### config.mk
export PLATFORM = sky130hd
export DESIGN_NAME = sst_satadd
export DESIGN_NICKNAME = d
export VERILOG_FILES = /design/src/sst_pkg.sv /design/src/sst_satadd.sv
export SDC_FILE = /design/constraint.sdc
export NUM_CORES = 1
export LEC_CHECK = 0
export BUFFER_PORTS_ARGS = -buffer_cell sky130_fd_sc_hd__clkbuf_2
export CAP_MARGIN = 30
export CORE_MARGIN = 5
export CORE_UTILIZATION = 40
export DETAILED_ROUTE_END_ITERATION = 8
export PLACE_DENSITY_LB_ADDON = 0.3
export SLEW_MARGIN = 25
export SYNTH_ARGS = -nofsm -noshare
export SYNTH_HDL_FRONTEND = slang
export SYNTH_SLANG_ARGS = --single-unit
### constraint.sdc
create_clock -name vclk -period 10.2
set_clock_uncertainty 0.2 [all_clocks]
set_input_delay 1.53 -clock vclk [all_inputs]
set_output_delay 1.53 -clock vclk [all_outputs]
set_load 0.02 [all_outputs]
### src/sst_pkg.sv
// sst_pkg: widths, command codes and sequencer states for subset_sum_transform.
// No dependencies.
`default_nettype none

package sst_pkg;

    localparam int COUNT_W       = 32;
    localparam int MASK_VALUE_W  = 10;
    localparam int CMD_W         = 2;
    localparam int MASK_BITS_DEF = 10;
    localparam int MASK_BITS_MAX = 24;

    typedef enum logic [CMD_W-1:0] {
        CMD_INSERT    = 2'd0,
        CMD_TRANSFORM = 2'd1,
        CMD_QUERY     = 2'd2,
        CMD_CLEAR     = 2'd3
    } t_cmd;

    typedef enum logic [3:0] {
        ST_INIT,
        ST_IDLE,
        ST_INS,
        ST_QRY,
        ST_TF_RD,
        ST_TF_WR,
        ST_CLR,
        ST_DONE
    } t_state;

endpackage

`default_nettype wire

### src/sst_satadd.sv
// sst_satadd: shared saturating adder for count updates.
// Depends on sst_pkg for the default width.
`default_nettype none

module sst_satadd import sst_pkg::*; #(
    parameter int WIDTH = COUNT_W
) (
    input  wire logic [WIDTH-1:0] i_a,
    input  wire logic [WIDTH-1:0] i_b,
    output logic      [WIDTH-1:0] o_sum,
    output logic                  o_sat
);

    logic [WIDTH:0] sum_ext;

    assign sum_ext = {1'b0, i_a} + {1'b0, i_b};
    assign o_sat   = sum_ext[WIDTH];
    assign o_sum   = sum_ext[WIDTH] ? {WIDTH{1'b1}} : sum_ext[WIDTH-1:0];

endmodule

`default_nettype wire

==> impl_metrics.tcl <==
set metrics [dict create \
    fillers 510 \
    initial_core_util_pct 41.7 \
    grt_pass1_wl_um 9430 \
    synth_top_cell_by_area "ha_1" \
    synth_top_area_share_pct 20.2 \
    routed_wl_um 5670 \
    grt_pass1_vias 2264 \
    seq_cells 0 \
    layout_common_cells "clkbuf_2, nand2_1, ha_1" \
    grt_overflow 0 \
    worst_path_largest_cell_delay_ns 0.42 \
    fin_area_um2 2490 \
    first_pass_iters 4 \
    p_leak_nw 1.29 \
    syn-cell-area_um2 1980 \
    tightestPinTransition_ns 0.605 \
    ys_seq_area_share_pct 0 \
    syn_area_per_cell_um2 7.01 \
    final-hold-violation-count 0 \
    path_max_fanout 21 \
    hold_path_class "in -> out" \
    grt.total_usage_pct 16.9 \
    synth.area.top_cells "ha_1, a21o_1, a21oi_1, nand2_1, xnor2_1" \
    holdCritStartpoint "i_b[0]" \
    drv_slew 0 \
    post-cts-setup-buffer-count 0 \
    syn_to_final_growth_pct 25.7 \
    die_area_um2 6470 \
    fmax_mhz 161 \
    rsz0062_at_grt "no" \
    syn_inst 283 \
    cts_resized 0 \
    power_density_nw_per_um2 83.4 \
    yosysWarningCount 0 \
    place.gp.congestion 0.872 \
    ys_types 53 \
    avgRoutedWirePerCell_um 13.0 \
    drcViolationCount 0 \
    dp_hpwl_um 4970 \
    layout-drive-gt1-share_pct 32.0 \
    grt_max_degree 22 \
    io_buffers 97 \
    layout_commonest_cell "clkbuf_2" \
    holdPathStages 4 \
    ios 97 \
    cp.required_ns 8.47 \
    nNetsFinal 468 \
    slew_headroom_pct 59.1 \
    min_to "o_sum[0]" \
    crit_arrival_ns 4.48 \
    vdd_drop_max_uv 37.1 \
    critPathKind "in -> out" \
    clock_buffers 0 \
    critPathLaunchType "input port" \
    rows 25 \
    grt_antenna_before_repair 0 \
    n_antenna_cell 0 \
    maxCapViolCount 0 \
    drt_iter0_drc 48 \
    cp_slowest_cell "fa_1" \
    crit_path_end_kind "primary output" \
    core_area_um2 4750 \
    routed-via-count 2384 \
    fin_crit_sh_pct 60.9 \
    seq_area_um2 0 \
    dpl_cell_area_um2 2490 \
    ant_nets 0 \
    status "completed" \
    chipWidth_um 80.4 \
    finalSetupViolations 0 \
    path_cells "clkbuf_2 -> ha_1 -> fa_1 -> a211oi_1 -> o21ai_1 -> a21oi_2 -> o41ai_4 -> a21oi_2 -> o21bai_4 -> nor2_2 -> buf_4 -> o21ai_0 -> clkbuf_2" \
    cts_hold_buf 0 \
    post-route-min-period_ns 6.21 \
    tns_ns 0 \
    synth_fp_nets 380 \
    viasPerCell 5.47 \
    dieHeight_um 80.4 \
    multi_input_area_um2 1900 \
]
[synth_stat cells, types with 3 or more instances]
cell type and instances:
nand2_1 40, ha_1 32, a21oi_1 30, a21o_1 20, nor2_1 16, o21ai_0 16, xnor2_1 13, xor2_1 12
nand2_2 9, clkbuf_1 7, a211oi_1 6, nor2b_1 6, nand3_1 5, nand2b_1 4, nand4_1 4, nor3_1 4
or3_1 4, a31oi_1 3, and3_1 3, buf_2 3, o21a_1 3, o21bai_1 3
[cell families (layout without fill, tap and decap cells)]
family | count (synthesis) | after routing | share of synthesized area (%)
compound gates | 103 | 103 | 36.5
fa+ha+maj | 33 | 33 | 21.2
mux | 2 | 2 | 1.07
buf+inv | 15 | 101 | 3.97
simple gates | 105 | 105 | 26.2
xor+xnor | 25 | 25 | 11.0
[layout make-up]
type	count	area share (%)
inverter	3	0.452
multi-input combinational	268	76.4
tap	67	3.36
timing repair buffer	98	19.8
[report_power, final]
group | total, mW | internal (mW) | switching, mW | leakage (nW)
clock network | 0 | 0 | 0 | 0
logic | 0.208 | 0.0820 | 0.126 | 1.29
registers | 0 | 0 | 0 | 0
[metal layers]
layer | GRT usage, % | up-vias | share of wire (%)
met4 | 0.676 | 0 | 0.25
met1 | 22.8 | 1085 | 47
met2 | 30.7 | 74 | 47
met5 | 0 | - | 0
met3 | 0.897 | 2 | 5.5
li1 | - | 1223 | -
[critical path, delay by kind of cell]
family	cells	cell delay, ns
adders and majority gates	2	0.63
buffers and inverters	3	0.62
and+or+nand+nor	1	0.29
AOI/OAI and AO/OA	7	1.39
[metrics by stage]
step / setup slack, ns / total power, mW / std cells / hold WS [ns] / util [%]
5_1_grt: 3.79 / 0.229 / 436 / 3.35 / 52.4
3_5_place_dp: 3.99 / 0.208 / 436 / 3.31 / 52.4
3_3_place_gp: 4.06 / 0.207 / 436 / 3.32 / 52.4
2_1_floorplan: 4.74 / 0.151 / 283 / 3.14 / -
6_report: 3.99 / 0.208 / 436 / 3.29 / 52.4
4_1_cts: 3.97 / 0.209 / 436 / 3.31 / 52.4
[worst max path at each step]
stage	from	endpoint	slack, ns	depth (start not counted)
global route	i_a[0]	o_sum[11]	3.79	13
detailed placement	i_a[0]	o_sum[11]	3.99	13
CTS	i_a[0]	o_sum[11]	3.97	13
floorplan	i_a[0]	o_sum[11]	4.74	11
global placement	i_a[0]	o_sum[11]	4.06	13
finish	i_a[0]	o_sum[11]	3.99	13
No activity file was read; power rests on OpenSTA's default activity.
